[src/rtl/core/pts_pkg.sv]
// Package for the priority task scheduler: opcodes, modes, command and status types.
`default_nettype none
package pts_pkg;
    localparam int TASK_SLOTS_DEF = 16;

    localparam logic [2:0] OP_ADD   = 3'd0;
    localparam logic [2:0] OP_TICK  = 3'd1;
    localparam logic [2:0] OP_ITICK = 3'd2;
    localparam logic [2:0] OP_PREEMPT = 3'd3;
    localparam logic [2:0] OP_YIELD = 3'd4;
    localparam logic [2:0] OP_START = 3'd5;
    localparam logic [2:0] OP_CLRPEND = 3'd6;
    localparam logic [2:0] OP_BLOCK = 3'd7;

    localparam logic [1:0] MODE_READY   = 2'd0;
    localparam logic [1:0] MODE_RUNNING = 2'd1;
    localparam logic [1:0] MODE_BLOCKED = 2'd2;

    // controller -> datapath
    typedef struct packed {
        logic load;       // capture input beat
        logic scan_clr;   // reset scan index and best
        logic scan_step;  // examine one slot
        logic wake;       // scan step also wakes due tasks
        logic skip_cur;   // leave current user task out of the pick
        logic finish;     // apply operation result
        logic out_load;   // load result register
    } pts_cmd_t;

    // datapath -> controller
    typedef struct packed {
        logic scan_last;
    } pts_sts_t;
endpackage
`default_nettype wire

[src/rtl/core/pts_ctrl.sv]
// Controller for the priority task scheduler: sequences capture, scan, finish, output.
`default_nettype none
module pts_ctrl (
    input  wire logic            clk,
    input  wire logic            rst_n,
    input  wire logic            in_valid,
    output logic                 in_stall,
    output logic                 out_valid,
    input  wire logic            out_stall,
    input  wire logic [2:0]      operation,
    input  wire pts_pkg::pts_sts_t sts,
    output pts_pkg::pts_cmd_t    cmd
);
    localparam logic [1:0] ST_IDLE = 2'd0;
    localparam logic [1:0] ST_SCAN = 2'd1;
    localparam logic [1:0] ST_FIN  = 2'd2;

    logic [1:0] state_reg, state_next;
    logic       out_valid_reg, out_valid_next;
    logic [2:0] op_reg;
    logic       needs_scan;

    always_comb
    begin
        case (operation)
            pts_pkg::OP_ADD, pts_pkg::OP_CLRPEND, pts_pkg::OP_BLOCK: needs_scan = 1'b0;
            default: needs_scan = 1'b1;
        endcase
    end

    // a result may sit in the output register while the next beat is worked
    assign in_stall  = (state_reg != ST_IDLE);
    assign out_valid = out_valid_reg;

    always_comb
    begin
        cmd = '0;
        state_next = state_reg;
        out_valid_next = out_valid_reg;
        if (out_valid_reg && !out_stall)
            out_valid_next = 1'b0;
        cmd.wake = (op_reg == pts_pkg::OP_TICK) || (op_reg == pts_pkg::OP_ITICK);
        cmd.skip_cur = (op_reg != pts_pkg::OP_START) && (op_reg != pts_pkg::OP_TICK);
        case (state_reg)
            ST_IDLE:
            begin
                if (in_valid)
                begin
                    cmd.load = 1'b1;
                    cmd.scan_clr = 1'b1;
                    state_next = needs_scan ? ST_SCAN : ST_FIN;
                end
            end
            ST_SCAN:
            begin
                cmd.scan_step = 1'b1;
                if (sts.scan_last)
                    state_next = ST_FIN;
            end
            ST_FIN:
            begin
                if (!out_valid_reg || !out_stall)
                begin
                    cmd.finish = 1'b1;
                    cmd.out_load = 1'b1;
                    out_valid_next = 1'b1;
                    state_next = ST_IDLE;
                end
            end
            default: state_next = ST_IDLE;
        endcase
    end

    always_ff @(posedge clk or negedge rst_n)
    begin
        if (!rst_n)
        begin
            state_reg <= ST_IDLE;
            out_valid_reg <= 1'b0;
            op_reg <= pts_pkg::OP_ADD;
        end
        else
        begin
            state_reg <= state_next;
            out_valid_reg <= out_valid_next;
            if (cmd.load)
                op_reg <= operation;
        end
    end
endmodule
`default_nettype wire

[src/rtl/core/pts_dp.sv]
// Datapath for the priority task scheduler: slot table, scan unit, scheduler state.
`default_nettype none
module pts_dp #(
    parameter int TASK_SLOTS = pts_pkg::TASK_SLOTS_DEF
) (
    input  wire logic          clk,
    input  wire logic          rst_n,
    input  wire pts_pkg::pts_cmd_t cmd,
    output pts_pkg::pts_sts_t  sts,
    input  wire logic [2:0]    operation,
    input  wire logic [3:0]    task_slot,
    input  wire logic [7:0]    task_priority,
    input  wire logic [31:0]   wake_time,
    output logic               accepted,
    output logic               switched,
    output logic               current_is_idle,
    output logic [3:0]         current_task,
    output logic               pending_preemption,
    output logic               is_running,
    output logic [31:0]        kernel_time
);
    localparam int IW = (TASK_SLOTS > 1) ? $clog2(TASK_SLOTS) : 1;
    localparam int CW = $clog2(TASK_SLOTS + 1);

    logic [TASK_SLOTS-1:0] used_reg;
    logic [1:0]  mode_reg [TASK_SLOTS];
    logic [7:0]  urg_reg  [TASK_SLOTS];
    logic [31:0] wake_reg [TASK_SLOTS];
    logic [31:0] stamp_reg[TASK_SLOTS];

    logic [31:0] stamp_cnt_reg, tick_reg;
    logic [IW-1:0] cur_reg;
    logic        idle_reg, started_reg, pend_reg;
    logic [CW-1:0] used_cnt_reg;

    logic [2:0]  op_reg;
    logic [3:0]  slot_reg;
    logic [7:0]  prio_reg;
    logic [31:0] wk_reg;

    logic [IW-1:0] idx_reg;
    logic        found_reg;
    logic [IW-1:0] best_reg;
    logic [7:0]  best_urg_reg;
    logic [31:0] best_age_reg;

    logic        acc_reg, sw_reg, oidle_reg, opend_reg, orun_reg;
    logic [3:0]  ocur_reg;
    logic [31:0] otime_reg;

    logic        in_range;
    logic [IW-1:0] sidx;
    logic [31:0] now;
    logic [31:0] diff;
    logic        due, blk, wake_it, rdy, cand, better;
    logic [31:0] stamp_eff, age;
    logic [1:0]  mode_eff;

    assign in_range = ({28'd0, slot_reg} < 32'(TASK_SLOTS));
    assign sidx = IW'(slot_reg);
    // scan for the tick ops runs after the tick increments
    assign now = tick_reg;

    assign diff = wake_reg[idx_reg] - now;
    assign blk  = used_reg[idx_reg] && (mode_reg[idx_reg] == pts_pkg::MODE_BLOCKED);
    assign due  = (diff == 32'd0) || diff[31];
    // a plain tick wakes nothing until the scheduler is started
    assign wake_it = cmd.wake && (started_reg || (op_reg == pts_pkg::OP_ITICK)) &&
                     blk && due;
    assign mode_eff = wake_it ? pts_pkg::MODE_READY : mode_reg[idx_reg];
    assign stamp_eff = wake_it ? stamp_cnt_reg : stamp_reg[idx_reg];
    assign rdy  = used_reg[idx_reg] && (mode_eff == pts_pkg::MODE_READY);
    assign cand = rdy && !(cmd.skip_cur && !idle_reg && (idx_reg == cur_reg));
    // ages are taken against the running stamp counter; best age follows each wake
    assign age  = stamp_cnt_reg - stamp_eff;
    assign better = !found_reg || (urg_reg[idx_reg] > best_urg_reg) ||
                    ((urg_reg[idx_reg] == best_urg_reg) && (age > best_age_reg));

    assign sts.scan_last = (32'(idx_reg) == 32'(TASK_SLOTS - 1));

    logic        f_acc, f_idle, f_pend, f_run, f_setcur, f_oldready;
    logic        f_cur_run, f_cur_ok;
    logic [IW-1:0] f_cur;
    logic        higher;

    assign higher = found_reg && (best_urg_reg > urg_reg[cur_reg]);

    always_comb
    begin
        f_acc = 1'b1;
        f_idle = idle_reg;
        f_pend = pend_reg;
        f_run = started_reg;
        f_setcur = 1'b0;
        f_oldready = 1'b0;
        f_cur = cur_reg;
        f_cur_run = 1'b0;
        f_cur_ok = (mode_reg[cur_reg] == pts_pkg::MODE_RUNNING) ||
                   (mode_reg[cur_reg] == pts_pkg::MODE_READY);
        case (op_reg)
            pts_pkg::OP_ADD:
                f_acc = in_range && !used_reg[sidx] && (32'(used_cnt_reg) < 32'(TASK_SLOTS));
            pts_pkg::OP_TICK:
            begin
                if (started_reg)
                begin
                    if (idle_reg)
                    begin
                        if (found_reg)
                        begin
                            f_pend = 1'b0;
                            f_setcur = 1'b1;
                        end
                    end
                    else if (higher)
                    begin
                        f_oldready = 1'b1;
                        f_setcur = 1'b1;
                        f_pend = 1'b0;
                    end
                end
            end
            pts_pkg::OP_ITICK:
            begin
                if (started_reg && !idle_reg && higher)
                    f_pend = 1'b1;
            end
            pts_pkg::OP_PREEMPT:
            begin
                if (started_reg && !idle_reg)
                begin
                    f_pend = 1'b0;
                    if (higher)
                    begin
                        f_oldready = 1'b1;
                        f_setcur = 1'b1;
                    end
                end
                else
                    f_acc = 1'b0;
            end
            pts_pkg::OP_YIELD:
            begin
                if (!found_reg)
                begin
                    if (!idle_reg && f_cur_ok)
                        f_cur_run = 1'b1;
                    else
                        f_idle = 1'b1;
                end
                else
                begin
                    if (!idle_reg && (mode_reg[cur_reg] == pts_pkg::MODE_RUNNING))
                        f_oldready = 1'b1;
                    f_setcur = 1'b1;
                end
            end
            pts_pkg::OP_START:
            begin
                if (!started_reg)
                begin
                    f_run = 1'b1;
                    if (found_reg)
                        f_setcur = 1'b1;
                    else
                        f_idle = 1'b1;
                end
                else
                    f_acc = 1'b0;
            end
            pts_pkg::OP_CLRPEND:
                f_pend = 1'b0;
            pts_pkg::OP_BLOCK:
                f_acc = in_range && used_reg[sidx] &&
                        ((mode_reg[sidx] == pts_pkg::MODE_READY) ||
                         (mode_reg[sidx] == pts_pkg::MODE_RUNNING));
            default: f_acc = 1'b0;
        endcase
        if (f_setcur)
        begin
            f_idle = 1'b0;
            f_cur = best_reg;
        end
    end

    always_ff @(posedge clk)
    begin
        if (cmd.load)
        begin
            op_reg <= operation;
            slot_reg <= task_slot;
            prio_reg <= task_priority;
            wk_reg <= wake_time;
        end
        if (cmd.scan_step)
        begin
            if (wake_it)
            begin
                mode_reg[idx_reg] <= pts_pkg::MODE_READY;
                stamp_reg[idx_reg] <= stamp_cnt_reg;
            end
            if (cand && better)
            begin
                best_reg <= idx_reg;
                best_urg_reg <= urg_reg[idx_reg];
                best_age_reg <= age + {31'd0, wake_it};
            end
            else if (wake_it)
                best_age_reg <= best_age_reg + 32'd1;
        end
        if (cmd.finish)
        begin
            if (op_reg == pts_pkg::OP_ADD && f_acc)
            begin
                mode_reg[sidx] <= pts_pkg::MODE_READY;
                urg_reg[sidx] <= prio_reg;
                stamp_reg[sidx] <= stamp_cnt_reg;
            end
            if (op_reg == pts_pkg::OP_BLOCK && f_acc)
            begin
                mode_reg[sidx] <= pts_pkg::MODE_BLOCKED;
                wake_reg[sidx] <= wk_reg;
            end
            if (f_cur_run)
                mode_reg[cur_reg] <= pts_pkg::MODE_RUNNING;
            if (f_oldready)
                mode_reg[cur_reg] <= pts_pkg::MODE_READY;
            if (f_setcur)
                mode_reg[best_reg] <= pts_pkg::MODE_RUNNING;
        end
        if (cmd.out_load)
        begin
            acc_reg <= f_acc;
            sw_reg <= (f_idle != idle_reg) || (!f_idle && (f_cur != cur_reg));
            oidle_reg <= f_idle;
            ocur_reg <= f_idle ? 4'd0 : 4'(f_cur);
            opend_reg <= f_pend;
            orun_reg <= f_run;
            otime_reg <= tick_reg;
        end
    end

    always_ff @(posedge clk or negedge rst_n)
    begin
        if (!rst_n)
        begin
            used_reg <= '0;
            stamp_cnt_reg <= '0;
            tick_reg <= '0;
            cur_reg <= '0;
            idle_reg <= 1'b1;
            started_reg <= 1'b0;
            pend_reg <= 1'b0;
            used_cnt_reg <= '0;
            idx_reg <= '0;
            found_reg <= 1'b0;
        end
        else
        begin
            if (cmd.load && ((operation == pts_pkg::OP_TICK) ||
                             (operation == pts_pkg::OP_ITICK)))
                tick_reg <= tick_reg + 32'd1;
            if (cmd.scan_clr)
            begin
                idx_reg <= '0;
                found_reg <= 1'b0;
            end
            if (cmd.scan_step)
            begin
                if (wake_it)
                    stamp_cnt_reg <= stamp_cnt_reg + 32'd1;
                if (cand && better)
                    found_reg <= 1'b1;
                if (!sts.scan_last)
                    idx_reg <= idx_reg + 1'b1;
            end
            if (cmd.finish)
            begin
                if (op_reg == pts_pkg::OP_ADD && f_acc)
                begin
                    used_reg[sidx] <= 1'b1;
                    used_cnt_reg <= used_cnt_reg + 1'b1;
                    stamp_cnt_reg <= stamp_cnt_reg + 32'd1;
                end
                idle_reg <= f_idle;
                cur_reg <= f_cur;
                pend_reg <= f_pend;
                started_reg <= f_run;
            end
        end
    end

    assign accepted = acc_reg;
    assign switched = sw_reg;
    assign current_is_idle = oidle_reg;
    assign current_task = ocur_reg;
    assign pending_preemption = opend_reg;
    assign is_running = orun_reg;
    assign kernel_time = otime_reg;
endmodule
`default_nettype wire

[src/rtl/core/priority_task_scheduler.sv]
// Top level of the priority task scheduler.
// Usage:
//   Input channel: operation, task_slot, task_priority, wake_time with in_valid/in_stall.
//   A beat is taken when in_valid is high and in_stall low.
//   Output channel: one result beat per input beat with out_valid/out_stall.
//   Add, clear pending and block go from capture straight to the finish step.
//   Tick, interrupt tick, preemption, yield and start scan the slot table one
//   slot a cycle between capture and the finish step.
//   One beat is in work at a time; a new beat is taken once the previous
//   result is in the output register, even if the receiver still stalls it.
//   A stalled result holds; the block waits in its finish step until it drains.
//   Reset clears the slot table, counters and flags; idle is current, the
//   scheduler is stopped, and no result is valid.
`default_nettype none
module priority_task_scheduler #(
    parameter int TASK_SLOTS = pts_pkg::TASK_SLOTS_DEF
) (
    input  wire logic        clk,
    input  wire logic        rst_n,
    input  wire logic        in_valid,
    output logic             in_stall,
    input  wire logic [2:0]  operation,
    input  wire logic [3:0]  task_slot,
    input  wire logic [7:0]  task_priority,
    input  wire logic [31:0] wake_time,
    output logic             out_valid,
    input  wire logic        out_stall,
    output logic             accepted,
    output logic             switched,
    output logic             current_is_idle,
    output logic [3:0]       current_task,
    output logic             pending_preemption,
    output logic             is_running,
    output logic [31:0]      kernel_time
);
    pts_pkg::pts_cmd_t cmd;
    pts_pkg::pts_sts_t sts;

    pts_ctrl u_ctrl (
        .clk(clk), .rst_n(rst_n), .in_valid(in_valid), .in_stall(in_stall),
        .out_valid(out_valid), .out_stall(out_stall), .operation(operation),
        .sts(sts), .cmd(cmd)
    );

    pts_dp #(.TASK_SLOTS(TASK_SLOTS)) u_dp (
        .clk(clk), .rst_n(rst_n), .cmd(cmd), .sts(sts),
        .operation(operation), .task_slot(task_slot), .task_priority(task_priority),
        .wake_time(wake_time), .accepted(accepted), .switched(switched),
        .current_is_idle(current_is_idle), .current_task(current_task),
        .pending_preemption(pending_preemption), .is_running(is_running),
        .kernel_time(kernel_time)
    );
endmodule
`default_nettype wire

[config.mk]
export PLATFORM = sky130hd
export DESIGN_NAME = priority_task_scheduler
export DESIGN_NICKNAME = d
export VERILOG_FILES = /design/src/rtl/core/pts_pkg.sv /design/src/rtl/core/pts_ctrl.sv /design/src/rtl/core/pts_dp.sv /design/src/rtl/core/priority_task_scheduler.sv
export SDC_FILE = /design/constraint.sdc
export NUM_CORES = 2
export LEC_CHECK = 0
export ABC_AREA = 0
export BUFFER_PORTS_ARGS = -buffer_cell sky130_fd_sc_hd__buf_2
export CORE_UTILIZATION = 61
export CTS_BUF_LIST = sky130_fd_sc_hd__clkbuf_2 sky130_fd_sc_hd__clkbuf_4 sky130_fd_sc_hd__clkbuf_8
export CTS_CLUSTER_SIZE = 8
export DETAILED_ROUTE_END_ITERATION = 8
export PLACE_DENSITY = 0.77
export SLEW_MARGIN = 10
export SYNTH_ARGS = -nofsm -noshare
export SYNTH_HDL_FRONTEND = slang
export SYNTH_SLANG_ARGS = --single-unit
[constraint.sdc]
create_clock -name clk -period 39.9 [get_ports clk]
set_input_delay 3.99 -clock clk [delete_from_list [all_inputs] [get_ports clk]]
set_output_delay 3.99 -clock clk [all_outputs]
set_load 0.05 [all_outputs]
; ---- Yosys cells after proc, flatten, opt, wreduce, memory -nomap -nowiden
; Memories as Yosys holds them, arrays and structs flattened. A register that Yosys moved wholly into a read port is not among the register bits.
; Index checks and enable logic that the tools add are counted.
[op_classes]
n_reduce_logical = 58
n_mux = 96
addsub = 8
bitwise_logic = 3
order_cmp = 7
n_eq_ne = 28
[op_table]
columns = op, n
row1 = 32-bit 2-to-1 mux, 8
row2 = "32-bit by 1-bit adder with 32-bit output, second input constant", 3
row3 = 32-bit subtractor, 2
row4 = 1-bit 2-to-1 mux, 58
row5 = 32-bit by 1-bit adder with 32-bit output, 1
row6 = 32-bit greater-than comparator, 1
row7 = 32-bit zero test, 1
row8 = 4-bit 2-to-1 mux, 8
row9 = 32-bit OR reduction, 1
row10 = 2-bit 2-to-1 mux, 13
row11 = 1-bit logical AND, 24
row12 = "3-bit equality test, second input constant", 6
row13 = 8-bit greater-than comparator, 2
row14 = 16-bit OR, 1
row15 = "3-bit by 2-bit equality test with 1-bit output, second input constant", 4
row16 = 1-bit one-hot mux with 4 select lines, 3
row17 = 1-bit logical OR, 10
row18 = "4-bit by 5-bit less-than comparator with 1-bit output, second input constant", 2
row19 = "3-bit by 1-bit equality test with 1-bit output, second input constant", 3
row20 = 1-bit binary-select mux with 4-bit select, 2
row21 = 8-bit equality test, 1
row22 = 2-bit zero test, 4
row23 = 1-bit zero test, 7
row24 = "2-bit by 1-bit equality test with 1-bit output, second input constant", 3
row25 = other kinds (24), 32
[word_totals]
reg_bits = 235
ramBits = 1184
output_inout_bits = 43
n_memories = 4
[memory_table]
columns = memory, depth, word_bits, rd, rd_ports_with_merged_regs, wr, line
row1 = u_dp.stamp_reg, 16, 32, 1, 0, 1, pts_dp.sv:29  ; logic [31:0] stamp_reg[TASK_SLOTS];
row2 = u_dp.wake_reg, 16, 32, 1, 0, 1, pts_dp.sv:28  ; logic [31:0] wake_reg [TASK_SLOTS];
row3 = u_dp.urg_reg, 16, 8, 2, 0, 1, pts_dp.sv:27  ; logic [7:0] urg_reg [TASK_SLOTS];
row4 = u_dp.mode_reg, 16, 2, 3, 1, 2, pts_dp.sv:26  ; logic [1:0] mode_reg [TASK_SLOTS];

; ---- Longest topological paths before layout
[logic_depth]
depth_word = 13
ltp_mapped = 50
mapped_depth_nobuf = 41

; ---- By module
; From an unflattened synthesis, not the netlist that was laid out.
[unflattened]
cells_unflattened = 3583
area_unflattened_um2 = 62912.8
[by_module_without_submodules]
columns = module, cells_per_inst, seq_area_each_um2, n_inst, area_per_inst_um2
row1 = pts_dp, 3554, 41706.2, 1, 62581.3
row2 = pts_ctrl, 29, 150.1, 1, 331.6

; ---- Worst setup path after synthesis
; No wires, ideal clock.
[synth_path]
path_kind = register to register
start = register u_dp.idx_reg[0]
end = register u_dp.best_age_reg[0], enable pin
path_slack_ps = 26631
arrival_time_ps = 12837
stages_incl_launch_ff = 43
setup_ps = 432
synth_period_minus_slack_ps = 13269
path_cell_list = dfrtp_1 > buf_2 > buf_2 > clkbuf_1 > clkbuf_1 > buf_1 > mux4_2 > mux4_2 > ha_1 > and2_1 > a221oi_2 > a21boi_1 > a221oi_4 > o22ai_1 > nor4b_1 > nand4_1 > or4_4 > o21bai_4 > [... 7 more ...] > a221oi_1 > o22ai_1 > nor4_1 > o21ai_0 > a311oi_1 > inv_1 > ha_1 > nand4_1 > or2_2 > nor4_1 > inv_1 > o22ai_1 > o311ai_0 > a31oi_1 > o31ai_1 > clkbuf_1 > clkbuf_1 > a21oi_1
[synth_between]
elab_chain_len = 13
[synth_lines]
columns = element, line
row1 = from (decl), pts_dp.sv:41  ; logic [IW-1:0] idx_reg;
row2 = from (signal assigned), pts_dp.sv:275  ; idx_reg <= idx_reg + 1'b1;
row3 = "memory read 16 x 32 bit, or another cell as far along", n/a
row4 = "32-bit subtractor, or another cell as far along", pts_dp.sv:64  ; assign diff = wake_reg[idx_reg] - now;
row5 = 32-bit zero test or 1-bit logical AND (tied branches), "pts_dp.sv:66, pts_dp.sv:65"
row6 = 1-bit logical OR or 1-bit logical AND (tied branches), "pts_dp.sv:66, pts_dp.sv:68"
row7 = 1-bit logical AND, pts_dp.sv:69  ; blk && due;
row8 = 32-bit 2-to-1 mux, pts_dp.sv:71  ; assign stamp_eff = wake_it ? stamp_cnt_reg : stamp_reg[idx_reg];
row9 = 32-bit subtractor, pts_dp.sv:75  ; assign age = stamp_cnt_reg - stamp_eff;
row10 = 32-bit greater-than comparator, pts_dp.sv:77  ; ((urg_reg[idx_reg] == best_urg_reg) && (age > best_age_reg));
row11 = 1-bit logical AND, pts_dp.sv:77
row12 = 1-bit logical OR, pts_dp.sv:76  ; assign better = !found_reg || (urg_reg[idx_reg] > best_urg_reg) ||
row13 = 1-bit logical AND, pts_dp.sv:202  ; if (cand && better)
row14 = 2-bit nonzero test (no line) *, n/a
row15 = 2-bit AND reduction (no line) *, n/a
row16 = to (signal assigned), pts_dp.sv:206  ; best_age_reg <= age + {31'd0, wake_it};
row17 = to (signal assigned), pts_dp.sv:209  ; best_age_reg <= best_age_reg + 32'd1;
row18 = to (decl), pts_dp.sv:45  ; logic [31:0] best_age_reg;
; Mark *: on every way between the ends. The rest lies on a longest branch, timed or not. The select of a mux whose other input is x is not followed.
; A chain may end at the register's enable or synchronous reset.

; ---- Worst setup path after layout
[layout_path]
start = register u_dp.idx_reg[0]
end = register u_dp.best_urg_reg[5], read port of u_dp.urg_reg, enable pin
[layout_between]
elab_chain_len = 12
[layout_lines]
columns = element, line
row1 = "memory read 16 x 32 bit, or another cell as far along", n/a
row2 = "32-bit subtractor, or another cell as far along", pts_dp.sv:64
row3 = 32-bit zero test or 1-bit logical AND (tied branches), "pts_dp.sv:66, pts_dp.sv:65"
row4 = 1-bit logical OR or 1-bit logical AND (tied branches), "pts_dp.sv:66, pts_dp.sv:68"
row5 = 1-bit logical AND, pts_dp.sv:69
row6 = 32-bit 2-to-1 mux, pts_dp.sv:71
row7 = 32-bit subtractor, pts_dp.sv:75
row8 = 32-bit greater-than comparator, pts_dp.sv:77
row9 = 1-bit logical AND, pts_dp.sv:77
row10 = 1-bit logical OR, pts_dp.sv:76
row11 = 1-bit logical AND *, pts_dp.sv:202
row12 = 2-bit AND reduction (no line) *, n/a
row13 = to (decl), pts_dp.sv:44  ; logic [7:0] best_urg_reg;
; Marks and branches as above.

==> flow_summary.json <==
{
  "status": "complete, no violations",
  "start_util_pct": 61.5,
  "cp_data_required_time_ns": 40.40,
  "drt_iter0_drc": 3876,
  "finClkSkew_ns": 0.0477,
  "drt-total-wl_mm": 149,
  "die_h_um": 322,
  "clk_latency_ns": 0.91,
  "cts_root_buffer": "clkbuf_8",
  "cts_buffers": 219,
  "rows": 117,
  "p_int_w": 0.00296,
  "cts.sinks": 1423,
  "setup_violations": 0,
  "cp_slowest_cell": "nor2_1",
  "critPathCaptureType": "flip-flop",
  "relSlewSlack_pct": 20.6,
  "mostFrequentLayoutCells": "edfxtp_1 (1284), mux4_2 (435), clkbuf_8 (233)",
  "peakVddDrop_uv": 56.0,
  "cp.arrival_ns": 14.59,
  "synth_cell_types": 83,
  "crit_path_start_kind": "flip-flop",
  "vias": 35100,
  "synth_cells": 3611,
  "grt_use_total_pct": 29.4,
  "fin_crit_ns": 14.09,
  "finalSetupTns_ns": 0,
  "htree_num_levels": 4,
  "ys_seq_elements": 1423,
  "dpl_cell_area_sq_um": 65000,
  "wl_per_cell_um": 27.7,
  "cts_resized": 0,
  "syn_to_final_growth_pct": 11.0,
  "synth_ff_type": "edfxtp_1",
  "dr.pass1.iters": 5,
  "p_leak_nw": 22.8,
  "slew_violations": 0,
  "dp_hpwl_mm": 87.9,
  "grt_max_degree": 148,
  "io_pins": 94,
  "rsz0062_at_grt": "false",
  "dieArea_sq_um": 104000,
  "p_sw_w": 0.00140,
  "async_flop_share_pct": 7.24,
  "yosys_warnings": 0,
  "nFillCells": 6473,
  "final_antenna_net_count": 0,
  "antenna_found_initial": 3,
  "power_density_nw_per_um2": 62.8,
  "syn_area_sq_um": 62600,
  "comb_power_share_pct": 30.9,
  "path_delay_family": "compound AO/OA/AOI/OAI gates",
  "routed_via_density": 6.54,
  "hold_path.class": "flip-flop to flip-flop",
  "synth_edf_count": 1284,
  "syn_nets": 3781,
  "grt_overflow": 0,
  "fp.dieW_um": 322,
  "cts_tree": "done",
  "drc": 0,
  "clock.fmax_ghz": 0.0710,
  "fin_area_sq_um": 69500,
  "seqPwrFrac_pct": 41.2,
  "path_class": "flip-flop to flip-flop",
  "hold_buffers": 0,
  "period_share_pct": 35.3,
  "path_clk_slew_ns": 0.06,
  "final_common_cell": "edfxtp_1",
  "grt_first_pass_wirelength_mm": 223,
  "portBuffers": 93,
  "tightest_slew_ns": 1.19,
  "swShare_pct": 32.1,
  "cts_setup_buffers": 0,
  "path_buf_inv": 7,
  "drv_cap": 0,
  "critPathMaxStageDelay_ns": 0.97,
  "core_sq_um": 102000,
  "clockBufferDepth": 3,
  "hold_viol": 0,
  "critPathMaxFanout": 55,
  "grt_pass1_vias": 35700,
  "r2r_setup_slack_ns": 25.81,
  "avgSynthCellArea_sq_um": 17.3,
  "p_clk_share_pct": 28.0,
  "gp_congestion": 0.946,
  "finalNetCount": 4005,
  "drive_above_1_share_pct": 26.8,
  "ys_seq_area_share_pct": 66.9
}
==> synth_stat cells (all sizes together) (60+ instances only) <==
cell type / instances / area (sq um)
edfxtp: 1284 / 38600
mux4: 435 / 9800
nand2: 190 / 713
nor2: 154 / 578
clkbuf: 130 / 489
inv: 127 / 477
ha: 117 / 1460
xnor2: 105 / 920
dfrtp: 102 / 2550
a21oi: 97 / 493
o21ai: 77 / 385
nand3: 73 / 365
xor2: 68 / 596
nor3: 61 / 322
mux2i: 60 / 601
==> power groups by stage <==
stage / clock [W] / combinational, W / sequential [W]
final: 0.00122 / 0.00135 / 0.00180
after global routing: 0.00130 / 0.00145 / 0.00180
after detailed placement: 0 / 0.00134 / 0.00182
after floorplan: 0 / 0.00100 / 0.00181
after CTS: 0.00124 / 0.00135 / 0.00179
after global placement: 0 / 0.00133 / 0.00182
==> final timing paths <==
| kind | startpoint | to | depth (start not counted) |
|---|---|---|---|
| setup / recovery | u_dp.idx_reg[0] | u_dp.best_urg_reg[5] | 38 |
| hold / removal | u_dp.now[21] | u_dp.kernel_time[21] | 0 |
| setup reg to reg | u_dp.idx_reg[0] | u_dp.best_urg_reg[5] | 38 |
| hold reg to reg | u_dp.now[21] | u_dp.kernel_time[21] | 0 |
| max in group asynchronous | rst_n | u_dp.now[15] | 2 |
| min in group asynchronous | rst_n | u_ctrl.op_reg[0] | 1 |
==> metal layers <==
layer / track usage, % / vias to the layer above / wire length, um / share of wire, %
li1: - / 15000 / - / -
met1: 39.8 / 18000 / 57400 / 39
met2: 48.5 / 1822 / 74200 / 50
met3: 5.21 / 318 / 12400 / 8.4
met4: 10.3 / 0 / 4600 / 3.1
met5: 0 / - / 0 / 0
==> area by class of cell <==
type                            instances  area (sq um)  area share, %
Antenna cell                            2          5.00        0.00720
Clock buffer                          345          4050           5.83
Clock inverter                         45           402          0.578
Sequential cell                      1423         41900           60.3
Multi-Input combinational cell       1892         19900           28.6
Timing Repair Buffer                  170          1070           1.55
Tap cell                             1368          1710           2.46
Inverter                              129           489          0.704
==> through the flow <==
step	power, W	std cells	hold WS [ns]	worst slack (ns)	utilization (%)
3_3_place_gp	0.00314	4982	0.438	26.30	63.9
3_5_place_dp	0.00316	4982	0.448	25.94	63.9
2_1_floorplan	0.00281	3611	0.423	26.63	-
6_report	0.00436	5374	0.461	25.81	68.3
5_1_grt	0.00455	5374	0.477	24.84	68.3
4_1_cts	0.00438	5372	0.462	25.83	68.3
==> cell families (layout without fill, tap and decap cells) <==
group,count (synthesis),count (layout),synth area share [%]
buf+inv,296,689,1.80
compound gates,371,371,3.92
mux,503,503,16.8
fa+ha+maj,119,119,2.40
xor+xnor,173,173,2.42
flops,1423,1423,66.9
other cells,0,2,0
simple gates,726,726,5.80
(Power assumes the default switching activity.)
